===== src/msp_pkg.sv =====
// Package with the types, constants and note table of the melody score tone player.
`timescale 1ns / 1ps

package msp_pkg;

  localparam int NAME_CHARS   = 3;
  localparam int MAX_DIGITS   = 4;
  localparam int TICKS_PER_MS = 1000;

  localparam int NAME_W   = 8 * NAME_CHARS;
  localparam int NLEN_W   = $clog2(NAME_CHARS + 1);
  localparam int DCNT_W   = $clog2(MAX_DIGITS + 1);
  localparam int ACC_W    = 14;
  localparam int TRIM_W   = 10;
  localparam int TPMS_W   = $clog2(TICKS_PER_MS + 1);
  localparam int PROD_W   = ACC_W + TPMS_W;
  localparam int TICK_W   = 24;
  localparam int HALF_W   = 11;
  localparam int HALF_SCALE = 500000;
  localparam int NUM_NOTES  = 19;
  localparam int QUEUE_DEPTH = 2;
  localparam int QPTR_W   = $clog2(QUEUE_DEPTH);
  localparam int QCNT_W   = $clog2(QUEUE_DEPTH + 1);

  localparam logic [TICK_W-1:0] TICK_MAX = {TICK_W{1'b1}};

  localparam logic [7:0] CH_OPEN  = 8'h3C;
  localparam logic [7:0] CH_COMMA = 8'h2C;
  localparam logic [7:0] CH_CLOSE = 8'h3E;
  localparam logic [7:0] CH_ZERO  = 8'h30;
  localparam logic [7:0] CH_NINE  = 8'h39;

  typedef enum logic [1:0] {
    PH_IDLE,
    PH_NAME,
    PH_DIGITS
  } msp_phase_e;

  typedef struct packed {
    logic       is_tick;
    logic       is_open;
    logic       is_comma;
    logic       is_close;
    logic       is_digit;
    logic [3:0] digit;
    logic [7:0] ch;
  } msp_item_t;

  typedef struct packed {
    logic buzzer_level;
    logic playing;
    logic byte_ignored;
    logic note_finished;
  } msp_result_t;

  localparam logic [NAME_W-1:0] NOTE_KEY [NUM_NOTES] = '{
    {8'h00, 8'h00, "c"}, {8'h00, 8'h00, "d"}, {8'h00, 8'h00, "e"},
    {8'h00, 8'h00, "f"}, {8'h00, 8'h00, "g"}, {8'h00, "S", "g"},
    {8'h00, 8'h00, "a"}, {8'h00, "S", "a"},   {8'h00, 8'h00, "b"},
    {8'h00, "H", "c"},   {"H", "S", "c"},     {8'h00, "H", "d"},
    {"H", "S", "d"},     {8'h00, "H", "e"},   {8'h00, "H", "f"},
    {"H", "S", "f"},     {8'h00, "H", "g"},   {"H", "S", "g"},
    {8'h00, "H", "a"}
  };

  localparam logic [NLEN_W-1:0] NOTE_LEN [NUM_NOTES] = '{
    NLEN_W'(1), NLEN_W'(1), NLEN_W'(1), NLEN_W'(1), NLEN_W'(1), NLEN_W'(2),
    NLEN_W'(1), NLEN_W'(2), NLEN_W'(1), NLEN_W'(2), NLEN_W'(3), NLEN_W'(2),
    NLEN_W'(3), NLEN_W'(2), NLEN_W'(2), NLEN_W'(3), NLEN_W'(2), NLEN_W'(3),
    NLEN_W'(2)
  };

  localparam logic [HALF_W-1:0] NOTE_HALF [NUM_NOTES] = '{
    HALF_W'(HALF_SCALE / 261), HALF_W'(HALF_SCALE / 294), HALF_W'(HALF_SCALE / 329),
    HALF_W'(HALF_SCALE / 349), HALF_W'(HALF_SCALE / 391), HALF_W'(HALF_SCALE / 415),
    HALF_W'(HALF_SCALE / 440), HALF_W'(HALF_SCALE / 455), HALF_W'(HALF_SCALE / 466),
    HALF_W'(HALF_SCALE / 523), HALF_W'(HALF_SCALE / 554), HALF_W'(HALF_SCALE / 587),
    HALF_W'(HALF_SCALE / 622), HALF_W'(HALF_SCALE / 659), HALF_W'(HALF_SCALE / 698),
    HALF_W'(HALF_SCALE / 740), HALF_W'(HALF_SCALE / 784), HALF_W'(HALF_SCALE / 830),
    HALF_W'(HALF_SCALE / 880)
  };

endpackage


===== src/msp_front.sv =====
// Front end: classifies incoming transactions and holds them in a short queue.
`timescale 1ns / 1ps

module msp_front (
  input  logic                clk_i,
  input  logic                rst_ni,
  input  logic                in_valid_i,
  output logic                in_ready_o,
  input  logic                in_action_i,
  input  logic [7:0]          in_byte_i,
  output logic                item_valid_o,
  input  logic                item_ready_i,
  output msp_pkg::msp_item_t  item_o
);
  import msp_pkg::*;

  msp_item_t             cls;
  msp_item_t             mem_q [QUEUE_DEPTH];
  logic [QPTR_W-1:0]     wr_ptr_q, rd_ptr_q;
  logic [QCNT_W-1:0]     cnt_q;
  logic                  push, pop;

  always_comb begin
    cls.is_tick  = in_action_i;
    cls.ch       = in_byte_i;
    cls.is_open  = (in_byte_i == CH_OPEN);
    cls.is_comma = (in_byte_i == CH_COMMA);
    cls.is_close = (in_byte_i == CH_CLOSE);
    cls.is_digit = (in_byte_i >= CH_ZERO) && (in_byte_i <= CH_NINE);
    cls.digit    = 4'(in_byte_i - CH_ZERO);
  end

  assign in_ready_o   = (cnt_q != QCNT_W'(QUEUE_DEPTH));
  assign item_valid_o = (cnt_q != '0);
  assign item_o       = mem_q[rd_ptr_q];
  assign push         = in_valid_i && in_ready_o;
  assign pop          = item_valid_o && item_ready_i;

  always_ff @(posedge clk_i) begin
    if (push) begin
      mem_q[wr_ptr_q] <= cls;
    end
  end

  always_ff @(posedge clk_i or negedge rst_ni) begin
    if (!rst_ni) begin
      wr_ptr_q <= '0;
      rd_ptr_q <= '0;
      cnt_q    <= '0;
    end else begin
      if (push) begin
        wr_ptr_q <= (wr_ptr_q == QPTR_W'(QUEUE_DEPTH - 1)) ? '0 : wr_ptr_q + 1'b1;
      end
      if (pop) begin
        rd_ptr_q <= (rd_ptr_q == QPTR_W'(QUEUE_DEPTH - 1)) ? '0 : rd_ptr_q + 1'b1;
      end
      if (push && !pop) begin
        cnt_q <= cnt_q + 1'b1;
      end else if (pop && !push) begin
        cnt_q <= cnt_q - 1'b1;
      end
    end
  end

endmodule


===== src/msp_back.sv =====
// Back end: score parser, note timer, tone generator and result register.
`timescale 1ns / 1ps

module msp_back (
  input  logic                      clk_i,
  input  logic                      rst_ni,
  input  logic                      cfg_we_i,
  input  logic [msp_pkg::TRIM_W-1:0] cfg_wdata_i,
  input  logic                      item_valid_i,
  output logic                      item_ready_o,
  input  msp_pkg::msp_item_t        item_i,
  output logic                      res_valid_o,
  input  logic                      res_ready_i,
  output msp_pkg::msp_result_t      res_o
);
  import msp_pkg::*;

  msp_phase_e          phase_q, phase_d;
  logic [NAME_W-1:0]   name_q, name_d;
  logic [NLEN_W-1:0]   nlen_q, nlen_d;
  logic                too_long_q, too_long_d;
  logic [ACC_W-1:0]    acc_q, acc_d;
  logic [DCNT_W-1:0]   dcnt_q, dcnt_d;
  logic [HALF_W-1:0]   pend_half_q, pend_half_d;
  logic                pend_rest_q, pend_rest_d;
  logic [HALF_W-1:0]   half_q, half_d;
  logic [HALF_W-1:0]   hcnt_q, hcnt_d;
  logic [TICK_W-1:0]   rem_q, rem_d;
  logic                rest_q, rest_d;
  logic                pin_q, pin_d;
  logic [TRIM_W-1:0]   trim_q;
  logic                res_vld_q;
  msp_result_t         res_q, res_d;

  logic                       pop;
  logic                       hit;
  logic [HALF_W-1:0]          hit_half;
  logic [ACC_W-1:0]           ms;
  logic [PROD_W-1:0]          prod;
  logic [PROD_W+TICK_W-1:0]   prod_ext;
  logic [TICK_W-1:0]          ticks;
  logic [TICK_W-1:0]          rem_dec;

  assign item_ready_o = !res_vld_q || res_ready_i;
  assign pop          = item_valid_i && item_ready_o;
  assign res_valid_o  = res_vld_q;
  assign res_o        = res_q;

  always_comb begin
    hit      = 1'b0;
    hit_half = '0;
    for (int k = 0; k < NUM_NOTES; k++) begin
      if (name_q == NOTE_KEY[k] && nlen_q == NOTE_LEN[k]) begin
        hit      = 1'b1;
        hit_half = NOTE_HALF[k];
      end
    end
    if (too_long_q || nlen_q == '0) begin
      hit = 1'b0;
    end
  end

  assign ms       = (acc_q > ACC_W'(trim_q)) ? acc_q - ACC_W'(trim_q) : '0;
  assign prod     = PROD_W'(ms) * PROD_W'(TICKS_PER_MS);
  assign prod_ext = (PROD_W + TICK_W)'(prod);
  assign ticks    = (prod_ext > (PROD_W + TICK_W)'(TICK_MAX)) ? TICK_MAX
                                                             : prod_ext[TICK_W-1:0];
  assign rem_dec  = rem_q - 1'b1;

  always_comb begin
    phase_d     = phase_q;
    name_d      = name_q;
    nlen_d      = nlen_q;
    too_long_d  = too_long_q;
    acc_d       = acc_q;
    dcnt_d      = dcnt_q;
    pend_half_d = pend_half_q;
    pend_rest_d = pend_rest_q;
    half_d      = half_q;
    hcnt_d      = hcnt_q;
    rem_d       = rem_q;
    rest_d      = rest_q;
    pin_d       = pin_q;
    res_d       = '0;
    if (item_i.is_tick) begin
      if (rem_q != '0) begin
        rem_d = rem_dec;
        if (rem_dec == '0) begin
          pin_d               = 1'b0;
          res_d.note_finished = 1'b1;
        end else if (!rest_q) begin
          if (hcnt_q <= HALF_W'(1)) begin
            pin_d  = !pin_q;
            hcnt_d = half_q;
          end else begin
            hcnt_d = hcnt_q - 1'b1;
          end
        end
      end
    end else if (rem_q != '0) begin
      res_d.byte_ignored = 1'b1;
    end else if (item_i.is_open) begin
      name_d     = '0;
      nlen_d     = '0;
      too_long_d = 1'b0;
      acc_d      = '0;
      dcnt_d     = '0;
      phase_d    = PH_NAME;
    end else begin
      case (phase_q)
        PH_NAME: begin
          if (item_i.is_comma) begin
            phase_d     = PH_DIGITS;
            pend_rest_d = !hit;
            pend_half_d = hit ? hit_half : '0;
          end else if (nlen_q < NLEN_W'(NAME_CHARS)) begin
            name_d = name_q | (NAME_W'(item_i.ch) << (8 * nlen_q));
            nlen_d = nlen_q + 1'b1;
          end else begin
            too_long_d = 1'b1;
          end
        end
        PH_DIGITS: begin
          if (item_i.is_close) begin
            rem_d   = ticks;
            rest_d  = pend_rest_q;
            half_d  = pend_half_q;
            hcnt_d  = pend_half_q;
            pin_d   = (ticks != '0) && !pend_rest_q;
            phase_d = PH_IDLE;
          end else if (item_i.is_digit && dcnt_q < DCNT_W'(MAX_DIGITS)) begin
            acc_d  = ACC_W'(acc_q * ACC_W'(10)) + ACC_W'(item_i.digit);
            dcnt_d = dcnt_q + 1'b1;
          end
        end
        default: begin
          phase_d = PH_IDLE;
        end
      endcase
    end
    res_d.buzzer_level = pin_d;
    res_d.playing      = (rem_d != '0);
  end

  always_ff @(posedge clk_i or negedge rst_ni) begin
    if (!rst_ni) begin
      phase_q     <= PH_IDLE;
      name_q      <= '0;
      nlen_q      <= '0;
      too_long_q  <= 1'b0;
      acc_q       <= '0;
      dcnt_q      <= '0;
      pend_half_q <= '0;
      pend_rest_q <= 1'b0;
      half_q      <= '0;
      hcnt_q      <= '0;
      rem_q       <= '0;
      rest_q      <= 1'b0;
      pin_q       <= 1'b0;
      trim_q      <= '0;
      res_vld_q   <= 1'b0;
    end else begin
      if (cfg_we_i) begin
        trim_q <= cfg_wdata_i;
      end
      if (pop) begin
        phase_q     <= phase_d;
        name_q      <= name_d;
        nlen_q      <= nlen_d;
        too_long_q  <= too_long_d;
        acc_q       <= acc_d;
        dcnt_q      <= dcnt_d;
        pend_half_q <= pend_half_d;
        pend_rest_q <= pend_rest_d;
        half_q      <= half_d;
        hcnt_q      <= hcnt_d;
        rem_q       <= rem_d;
        rest_q      <= rest_d;
        pin_q       <= pin_d;
        res_vld_q   <= 1'b1;
      end else if (res_ready_i) begin
        res_vld_q   <= 1'b0;
      end
    end
  end

  always_ff @(posedge clk_i) begin
    if (pop) begin
      res_q <= res_d;
    end
  end

  a_rest_low: assert property (@(posedge clk_i) disable iff (!rst_ni)
    (rest_q || rem_q == '0) |-> !pin_q)
    else $error("Buzzer is high during a rest or while idle.");

  a_finish_idle: assert property (@(posedge clk_i) disable iff (!rst_ni)
    (res_vld_q && res_q.note_finished) |-> (!res_q.playing && !res_q.buzzer_level))
    else $error("A finished note still reports playing or a high level.");

  a_ignore_playing: assert property (@(posedge clk_i) disable iff (!rst_ni)
    (res_vld_q && res_q.byte_ignored) |-> res_q.playing)
    else $error("A byte was dropped while no note was playing.");

  a_pop_result: assert property (@(posedge clk_i) disable iff (!rst_ni)
    pop |=> res_vld_q)
    else $error("An executed transaction left no result.");

endmodule


===== src/melody_score_tone_player.sv =====
// Top level of the melody score tone player: front queue and back execution unit.
//
//  Channel   Direction  Signals                 Contents
//  s_axis    in         tvalid/tready/tdata/tuser  score byte, tuser = tick flag
//  m_axis    out        tvalid/tready/tdata     buzzer, playing, ignored, finished
//  cfg       in         cfg_we_i/cfg_wdata_i    duration trim in milliseconds
//
// One transaction is taken per cycle while the result is not stalled; after acceptance it
// passes through the two-entry queue, then the execution stage and result register.
// The rate is set by the execution stage, which updates the parser and timer once per
// transaction. Reset is asynchronous and needs no clearing pass. A stalled result holds
// the execution stage; the queue absorbs up to two further transactions.
`timescale 1ns / 1ps

module melody_score_tone_player (
  input  logic                       clk_i,
  input  logic                       rst_ni,
  input  logic                       s_axis_tvalid,
  output logic                       s_axis_tready,
  input  logic [7:0]                 s_axis_tdata,   // [7:0] score_byte
  input  logic                       s_axis_tuser,   // [0] action
  output logic                       m_axis_tvalid,
  input  logic                       m_axis_tready,
  // [0] buzzer_level, [1] playing, [2] byte_ignored, [3] note_finished, [7:4] zero
  output logic [7:0]                 m_axis_tdata,
  input  logic                       cfg_we_i,
  input  logic [msp_pkg::TRIM_W-1:0] cfg_wdata_i
);
  import msp_pkg::*;

  logic        item_valid, item_ready;
  msp_item_t   item;
  msp_result_t res;

  msp_front u_front (
    .clk_i       (clk_i),
    .rst_ni      (rst_ni),
    .in_valid_i  (s_axis_tvalid),
    .in_ready_o  (s_axis_tready),
    .in_action_i (s_axis_tuser),
    .in_byte_i   (s_axis_tdata),
    .item_valid_o(item_valid),
    .item_ready_i(item_ready),
    .item_o      (item)
  );

  msp_back u_back (
    .clk_i       (clk_i),
    .rst_ni      (rst_ni),
    .cfg_we_i    (cfg_we_i),
    .cfg_wdata_i (cfg_wdata_i),
    .item_valid_i(item_valid),
    .item_ready_o(item_ready),
    .item_i      (item),
    .res_valid_o (m_axis_tvalid),
    .res_ready_i (m_axis_tready),
    .res_o       (res)
  );

  assign m_axis_tdata = {4'b0000, res.note_finished, res.byte_ignored, res.playing,
                         res.buzzer_level};

endmodule

===== config.mk =====
export PLATFORM = sky130hd
export DESIGN_NAME = melody_score_tone_player
export DESIGN_NICKNAME = d
export VERILOG_FILES = /design/src/msp_pkg.sv /design/src/msp_front.sv /design/src/msp_back.sv /design/src/melody_score_tone_player.sv
export SDC_FILE = /design/constraint.sdc
export NUM_CORES = 1
export LEC_CHECK = 0
export ABC_AREA = 1
export BUFFER_PORTS_ARGS = -buffer_cell sky130_fd_sc_hd__buf_2
export CORE_MARGIN = 1
export CORE_UTILIZATION = 30
export CTS_BUF_LIST = sky130_fd_sc_hd__clkbuf_8
export DETAILED_ROUTE_END_ITERATION = 6
export PLACE_DENSITY_LB_ADDON = 0.3
export SYNTH_ARGS = -nofsm -noshare
export SYNTH_HDL_FRONTEND = slang
export SYNTH_SLANG_ARGS = --single-unit

===== constraint.sdc =====
create_clock -name clk_i -period 12.55 [get_ports clk_i]
set_input_delay 1.8825 -clock clk_i [delete_from_list [all_inputs] [get_ports clk_i]]
set_output_delay 1.8825 -clock clk_i [all_outputs]
set_load 0.02 [all_outputs]

Yosys cells after proc, flatten, opt, wreduce, memory -nomap -nowiden
Memories as Yosys holds them, arrays and structs flattened.
Index checks and enable logic that the tools add are counted.
{ "op_classes": {"mul": 2, "mux": 100, "n_eq_ne": 38, "add_sub_neg": 11, "n_lt_le_gt_ge": 7, "reduce_logical": 56, "shifts": 1, "n_bitwise": 4} }
{ "ops": {"columns": ["cell", "n"], "rows": [
  ["two-way mux 11 bit", 29],
  ["two-way mux 24 bit", 11],
  ["equality test 24 x 15 -> 1 bit, second input constant", 8],
  ["equality test 24 x 7 -> 1 bit, second input constant", 7],
  ["equality test 24 x 23 -> 1 bit, second input constant", 4],
  ["nonzero test 24 bit", 3],
  ["two-way mux 14 bit", 5],
  ["two-way mux 1 bit", 41],
  ["AND reduction 6 bit", 5],
  ["logical AND 1 bit", 26],
  ["equality test 8 x 6 -> 1 bit, second input constant", 3],
  ["> comparator 24 bit, second input constant", 1],
  ["logical NOT 24 bit", 1],
  ["bitwise OR 24 bit", 1],
  ["<< shifter 8 x 5 -> 24 bit", 1],
  ["subtractor 24 x 1 -> 24 bit, second input constant", 1],
  ["multiplier 14 x 7 -> 21 bit, second input constant", 1],
  ["two-way mux 2 bit", 9],
  ["nonzero test 2 bit", 9],
  ["adder 14 x 4 -> 14 bit", 1],
  ["> comparator 14 x 10 -> 1 bit", 1],
  ["multiplier 14 x 3 -> 13 bit, second input constant", 1],
  ["subtractor 14 x 10 -> 14 bit", 1],
  ["two-way mux 3 bit", 4],
  ["other kinds (24)", 45]
]} }
{ "word_totals": {"ram_bits": 34, "out_inout_bits": 10, "n_memories": 1, "input_bits": 24, "reg_bits": 125} }
{ "mem_list": {"columns": ["name", "depth", "word_bits", "rd", "rd_clocked_by_memory_dff", "wr", "line_no", "text"], "rows": [
  ["u_front.mem_q", 2, 17, 1, 0, 1, "msp_front.sv:18", "msp_item_t mem_q [QUEUE_DEPTH];"]
]} }

Logic depth before layout (Yosys ltp)
Gate-level depths: netlist of the first run.
{ "depth": {"ltp_word": 23, "depth_mapped": 39} }

Modules after synthesis
From an unflattened synthesis of the first run, not the netlist that was laid out.
{ "hier_totals": {"hier_cells": 1683, "hier_area_um2": 12684.7} }
{ "modules_own_cells": {"columns": ["mod", "instances", "cells_per_inst", "area_each_um2", "seq_area_each_um2"], "rows": [
  ["msp_back", 1, 1564, 11390.9, 3047.9],
  ["msp_front", 1, 114, 1260.0, 880.8],
  ["melody_score_tone_player", 1, 5, 33.8, 0.0]
]} }

Least setup slack after synthesis of the first run
Ideal clock, no wire load.
{ "synth_path": {"path_kind": "flip-flop to flip-flop", "from": "register u_back.acc_q[0]", "to": "register u_back.res_q (netlist bit u_back.res_o[2]), data pin", "period_less_slack_ns": 6.245, "slack_ns": 6.305, "stages_incl_launch_ff": 31, "t_arrival_ns": 5.988, "cell_sequence": "dfrtp_1 inv_1 ha_1 inv_1 fa_1 inv_1 o21ai_0 a21oi_1 o211ai_1 nand2_2 nor3_1 fa_1 fa_1 inv_1 fa_1 fa_1 inv_1 ha_1 nand2_1 nor2_1 nand2_1 nand3_1 nand3_1 nand2_1 nand3_1 nand3_1 nand2_1 o21ai_0 nand4_1 nor3_1 nand2_1"} }
{ "synth_rtl": {"columns": ["element", "line_no", "text"], "rows": [
  ["start: declaration", "msp_back.sv:22", "logic [ACC_W-1:0] acc_q, acc_d;"],
  ["start signal: assignment", "msp_back.sv:151", "acc_q <= '0;"],
  ["start signal: assignment", "msp_back.sv:171", "acc_q <= acc_d;"],
  ["end signal: assignment", "msp_back.sv:189", "res_q <= res_d;"],
  ["end: declaration", "msp_back.sv:33", "msp_result_t res_q, res_d;"]
]} }

==> impl_metrics.toml, run 1 <==
[outcome]
outcome = "finished with violations"
failed_checks = "design-rule violations"

[routing]
routed_wl_um = 30500
num_vias = 10500
ant_nets = 0
first_iter_violations = 594
post_drt_wl_per_cell_um = 13.9
viasPerCell = 4.79
dr.pass1.iters = 7
drc_errors = 1

[clock_network]
clock_latency_ns = 0.49
cts_resized = 0
cts_tree = "yes"
post_cts_buffers = 0
clk_pin_slew_ns = 0.10
ctsHoldBuffers = 0
cts-buffers-inserted = 17
cts_root_buf = "clkbuf_8"
cts.sinks = 151
clk_path_buf_depth = 2
htree_levels = 4

[sta]
setup_viol_count_final = 0
slew_headroom_pct = 23.8
finalSetupTns_ns = 0
rsz0062_at_grt = "false"
worst_slew_pin_slew_ns = 1.14
max_freq_ghz = 0.144
finalCritPeriodShare_pct = 55.3
maxSlewViolCount = 0
skew_ns = 0.0173
period_needed_ns = 6.94
hold_violations = 0

[placed_design]
port_buffers = 29
place.gp.congestion = 0.884
post-place-cells = 2155
dp_hpwl_um = 23500

[hold_path]
hold_path_startpoint = "u_back.half_q[4]"
min_path_type = "reg2reg"

[flow_run]
drv_cap = 0

[worst_setup_path]
crit_required_ns = 12.80
cp.arrival_ns = 7.18
cp-start-kind = "register"
startpoint = "u_back.acc_q[0]"
critPathMaxStageDelay_ns = 0.70
critPathKind = "reg2reg"
end_kind = "register"
cp_max_fo = 9
r2r-start = "u_back.acc_q[0]"
crit_path_top_delay_cell = "nor3_1"

[logic_synthesis]
synthFlopType = "dfrtp_1"
ys_warn_count = 0
syn_inst = 1626
synthMuxAreaShare_pct = 0.606
synth_edf_count = 30
async_flop_share_pct = 80.1
synthXorXnorAreaFrac_pct = 3.62
synth_cell_types = 68
syn_area_per_cell_um2 = 7.75
synth_compound_area_share_pct = 12.0
synth_top_family_by_area = "simple AND/OR/NAND/NOR gates"
synth_seq_cells = 151
synth-simple-area-share_pct = 25.5
synth-adder-area-share_pct = 17.1
synthesis.area_um2 = 12600
synth_seq_area_share_pct = 31.2

[floorplanning]
die-area_um2 = 42800
core-area_um2 = 41100
die_y_um = 207
die_width_um = 207
rows = 74
start_util_pct = 30.6
num_io_pins = 34

[global_routing]
antenna_found_initial = 0
grt_max_degree = 49
grt.total_usage_pct = 15.1
grt-ovfl-total = 0
grt_pass1_wl_um = 51300
grt_pass1_vias = 10500

[cells_and_area]
antenna_cells = 0
nets = 1809
final_cell_mix = "nand2_1, inv_1, nor2_1, dfrtp_1, o21ai_0"
drive_gt1_share_pct = 9.18
fillers = 4407
final_common_cell = "nand2_1"
stdcell_count = 2187
syn2layout_area_growth_pct = 8.14

[power]
power.density_nw_per_um2 = 228
p_leak_nw = 6.63
power_mw = 3.11
irDropWorstVdd_uv = 135
## critical path: cells and delay by family, from the launching register on
kind	cells	cell delay [ns]
flip-flops	1	0.39
AO/OA/AOI/OAI	4	0.92
buffers and inverters	5	0.30
AND/OR/NAND/NOR	14	2.27
adder cells (fa/ha/maj)	7	2.83
## power by group
part           total (mW)  internal [mW]  switching, mW
Sequential          0.677          0.593         0.0839
Combinational        2.08          0.720           1.36
Clock               0.354          0.141          0.213
## routing by layer
metal  up-vias  global-route usage, %  routed length (um)
met3        32                   2.53                 982
met5         -                      0                   0
met1      4932                   20.3               15000
met2       175                   24.8               14100
li1       5335                      -                   -
met4         0                   4.17                 420
## cells in the mapped netlist, types with 3 or more instances
cell      instances  area, um^2
inv_2            16        60.1
inv_1           260         976
o22ai_1           5        31.3
nor3_2            5        50.1
nor2_1          141         529
edfxtp_1         30         901
nor2_2            6        37.5
a21oi_1          79         395
buf_1             3        11.3
dfrtp_1         121        3030
o21ba_2           5        50.1
or2_2            14        87.6
nand2_1         314        1180
xor2_1           37         324
nor3_1           26         130
nand3_2           5        50.1
a22o_1            3        26.3
o21ai_2           3        26.3
clkbuf_1         22        82.6
o31ai_1           5        37.5
o21ai_1          17        85.1
nor2_4            7        78.8
xnor2_1          15         131
buf_4             6        45.0
nor4_1           15        93.8
buf_2             9        45.0
ha_1             94        1180
mux2_2            5        56.3
a32o_1            7        70.1
fa_1             49         981
nand3_1          94         470
nand2_2           9        56.3
a31oi_1           8        50.1
or2_0             4        25.0
o211ai_1         11        82.6
nand4_1          25         156
nand3b_1         13        97.6
o21bai_1          3        22.5
o21ai_0          97         485
## final cells by class
cell class                      count  area [um^2]  area share, %
Tap cell                          532          666           4.89
Clock inverter                     15          121          0.891
Inverter                          278         1040           7.66
Sequential cell                   151         3930           28.8
Multi-Input combinational cell   1158         7430           54.5
Clock buffer                       17          234           1.72
Timing Repair Buffer               36          200           1.47
## worst paths after layout
kind | slack (ns) | cells after the start | to
worst max-delay path | 5.61 | 30 | u_back.res_o[2]
worst min-delay path | 0.49 | 2 | u_back.half_q[4]
worst max register to register | 5.61 | 30 | u_back.res_o[2]
worst min register to register | 0.49 | 2 | u_back.half_q[4]
max in group asynchronous | 10.20 | 2 | u_back.rem_q[22]
min in group asynchronous | 1.34 | 1 | u_back.half_q[10]
## cell families after synthesis
kind of cell,count (synthesis)
mux,7
fa+ha+maj,143
flops,151
buf+inv,320
other cells,1
xor+xnor,52
compound gates,259
simple gates,693
## registers in the layout, summed over array words and instances, names as in the netlist, 10 cells and up
register and cells:
u_back.trim_q 10, u_back.hcnt_q 11, u_back.pend_half_q 11, u_back.name_q 24
u_back.acc_q 14, u_front.mem_q 26, u_back.half_q 11, u_back.rem_q 24
## stage by stage
| step | util [%] | hold slack [ns] | instance area, um^2 | setup slack [ns] |
|---|---|---|---|---|
| floorplan | - | 0.448 | 12600 | 6.31 |
| global placement | 32.3 | 0.465 | 13300 | 5.86 |
| detailed placement | 32.3 | 0.470 | 13300 | 5.62 |
| CTS | 33.1 | 0.494 | 13600 | 5.62 |
| global route | 33.1 | 0.520 | 13600 | 4.87 |
| finish | 33.1 | 0.486 | 13600 | 5.61 |
(Power assumes the default switching activity.)
==> run 2, diff against run 1 <==
ABC_AREA = 0   (was 1)
clock period = 5.9 ns   (was 12.55 ns; I/O delays follow)
==> impl_metrics.toml, run 2 <==
[global_routing]
grt_max_degree = 47
grt.total_usage_pct = 15.7
grt_pass1_vias = 10000
antenna_found_initial = 0
grt_pass1_wl_um = 51200
grt-ovfl-total = 0

[floorplanning]
num_io_pins = 34
core-area_um2 = 38800
rows = 72
start_util_pct = 30.5
die-area_um2 = 40300
die_width_um = 201
die_y_um = 201

[routing]
drc_errors = 0
ant_nets = 0
dr.pass1.iters = 5
first_iter_violations = 571
viasPerCell = 5.01
routed_wl_um = 30300
post_drt_wl_per_cell_um = 15.2
num_vias = 10000

[worst_setup_path]
cp_max_fo = 5
cp.arrival_ns = 6.87
cp.buffers_inverters = 6
crit_path_top_delay_cell = "fa_1"
end_kind = "register"
crit_family = "adder cells"
cp-start-kind = "register"
critPathMaxStageDelay_ns = 0.53
crit_required_ns = 6.14
critPathKind = "reg2reg"

[clock_network]
cts.sinks = 151
cts_tree = "yes"
clk_pin_slew_ns = 0.10
clock_latency_ns = 0.50
cts-buffers-inserted = 17
htree_levels = 4
clk_path_buf_depth = 2
cts_root_buf = "clkbuf_8"

[sta]
finalSetupTns_ns = -4.35
slew_headroom_pct = 23.5
skew_ns = 0.0238
setup_viol_count_final = 15
worst_slew_pin_slew_ns = 1.14
fin_ws_ns = -0.726
max_freq_ghz = 0.151
finalCritPeriodShare_pct = 112
hold_violations = 0
rsz0062_at_grt = "true"
period_needed_ns = 6.63
maxSlewViolCount = 0

[cells_and_area]
top_register = "u_front.mem_q"
nets = 1632
reg_top3 = "u_front.mem_q (26), u_back.name_q (24), u_back.rem_q (24)"
largest_reg_flops = 26
drive_gt1_share_pct = 23.7
final_cell_mix = "buf_4, dfrtp_1, nand2_1, nor2_1, inv_1"
syn2layout_area_growth_pct = 23.4
final_common_cell = "buf_4"
final_area_um2 = 14600
final_util_pct = 37.7
antenna_cells = 0
fillers = 3855

[placed_design]
post_dp_cell_area_um2 = 13900
port_buffers = 29
dp_hpwl_um = 22900
place.gp.congestion = 0.881

[logic_synthesis]
syn_inst = 1311
synth_cell_types = 74
yosys-top-cells-area = "dfrtp_1, ha_1, fa_1, edfxtp_1, o21ai_0"
synth_seq_area_share_pct = 33.2
synth.most_common_cell = "dfrtp_1"
synthesis.area_um2 = 11900
synth_top_area_share_pct = 25.5
synth_edf_count = 30
ys_warn_count = 0
synth_seq_cells = 151
synth_common_cells = "dfrtp_1, nand2_1, inv_1, nor2_1, o21ai_0"
syn_area_per_cell_um2 = 9.04
async_flop_share_pct = 80.1
synthFlopType = "dfrtp_1"
synth_top_area_cell = "dfrtp_1"

[power]
irDropWorstVdd_uv = 170
power.density_nw_per_um2 = 249
p_leak_nw = 6.71

[flow_run]
drv_cap = 0

[outcome]
failed_checks = "negative setup slack"
outcome = "finished with violations"

[hold_path]
min_path_type = "in2async"
## run 2: final timing paths
path	startpoint	endpoint	slack, ns	cells after the start
worst min register to register	u_back.dcnt_q[1]	u_back.dcnt_q[1]	0.51	2
min in group clk_i	u_back.dcnt_q[1]	u_back.dcnt_q[1]	0.51	2
worst max register to register	u_back.acc_q[0]	u_back.res_o[2]	-0.73	27
max in group asynchronous	rst_ni	u_back.acc_q[1]	4.46	2
worst min-delay path	rst_ni	u_back.rem_q[5]	0.43	1
worst max-delay path	u_back.acc_q[0]	u_back.res_o[2]	-0.73	27
## run 2: timing repair
item	4_1_cts	5_1_grt
buffers inserted	1	1
hold buffers	0	0
pin swaps	12	9
setup endpoints to repair	16	19
gates resized for setup	50	34
## run 2: cell type report
cell class,count,area (um^2),share of cell area (%)
clock buffer,17,234,1.60
inverter,115,437,2.99
tap,518,648,4.43
sequential,151,3930,26.9
clock inverter,15,176,1.21
timing repair buffer,184,1340,9.18
multi-input combinational,996,7860,53.7
## run 2: worst register-to-register path, stage by stage, from the launching register on
cell	delay, ns
dfrtp_1	0.39
inv_1	0.06
ha_2	0.17
inv_2	0.04
fa_2	0.38
a21o_1	0.19
a21oi_2	0.18
o221ai_2	0.15
buf_4	0.17
and2_4	0.14
or3_4	0.42
fa_1	0.49
fa_1	0.53
inv_2	0.04
fa_1	0.51
inv_2	0.04
fa_1	0.51
inv_2	0.05
ha_4	0.24
a21o_1	0.18
a21o_1	0.20
a221oi_4	0.28
nand3_1	0.14
a221oi_2	0.27
xnor2_1	0.20
nor2_1	0.09
a211oi_2	0.19
nand4_1	0.12
## run 2: kinds of logic (layout without fill, tap and decap cells)
kind of cell | count (synthesis) | after routing | share of synthesized area (%)
flops | 151 | 151 | 33.2
other cells | 1 | 4 | 0.0316
mux | 37 | 37 | 3.42
simple gates | 429 | 429 | 18.2
buf+inv | 167 | 331 | 5.62
fa+ha+maj | 143 | 143 | 18.2
xor+xnor | 61 | 61 | 4.51
compound gates | 322 | 322 | 16.8
## run 2: through the flow
stage | total power [mW] | setup WS [ns] | hold WS [ns] | cells
after floorplan | 2.35 | -0.542 | 0.454 | 1314
after CTS | 3.65 | -0.762 | 0.426 | 1995
after global placement | 2.77 | -0.736 | 0.469 | 1962
after global routing | 3.89 | -1.09 | 0.452 | 1996
final | 3.64 | -0.726 | 0.430 | 1996
after detailed placement | 2.78 | -0.804 | 0.476 | 1962
## run 2: layer usage
metal  global-route usage (%)  up-vias  share of wire [%]
li1                         -     4979                  -
met1                     21.6     4778                 49
met2                     25.4      219                 46
met3                     2.34       28                3.7
met4                     4.31        0                1.3
met5                        0        -                  0
## run 2: power by group
part	total, mW	internal (mW)	switching (mW)
clock network	0.821	0.326	0.496
registers	1.46	1.25	0.212
logic	1.36	0.533	0.824
total	3.64	2.11	1.53
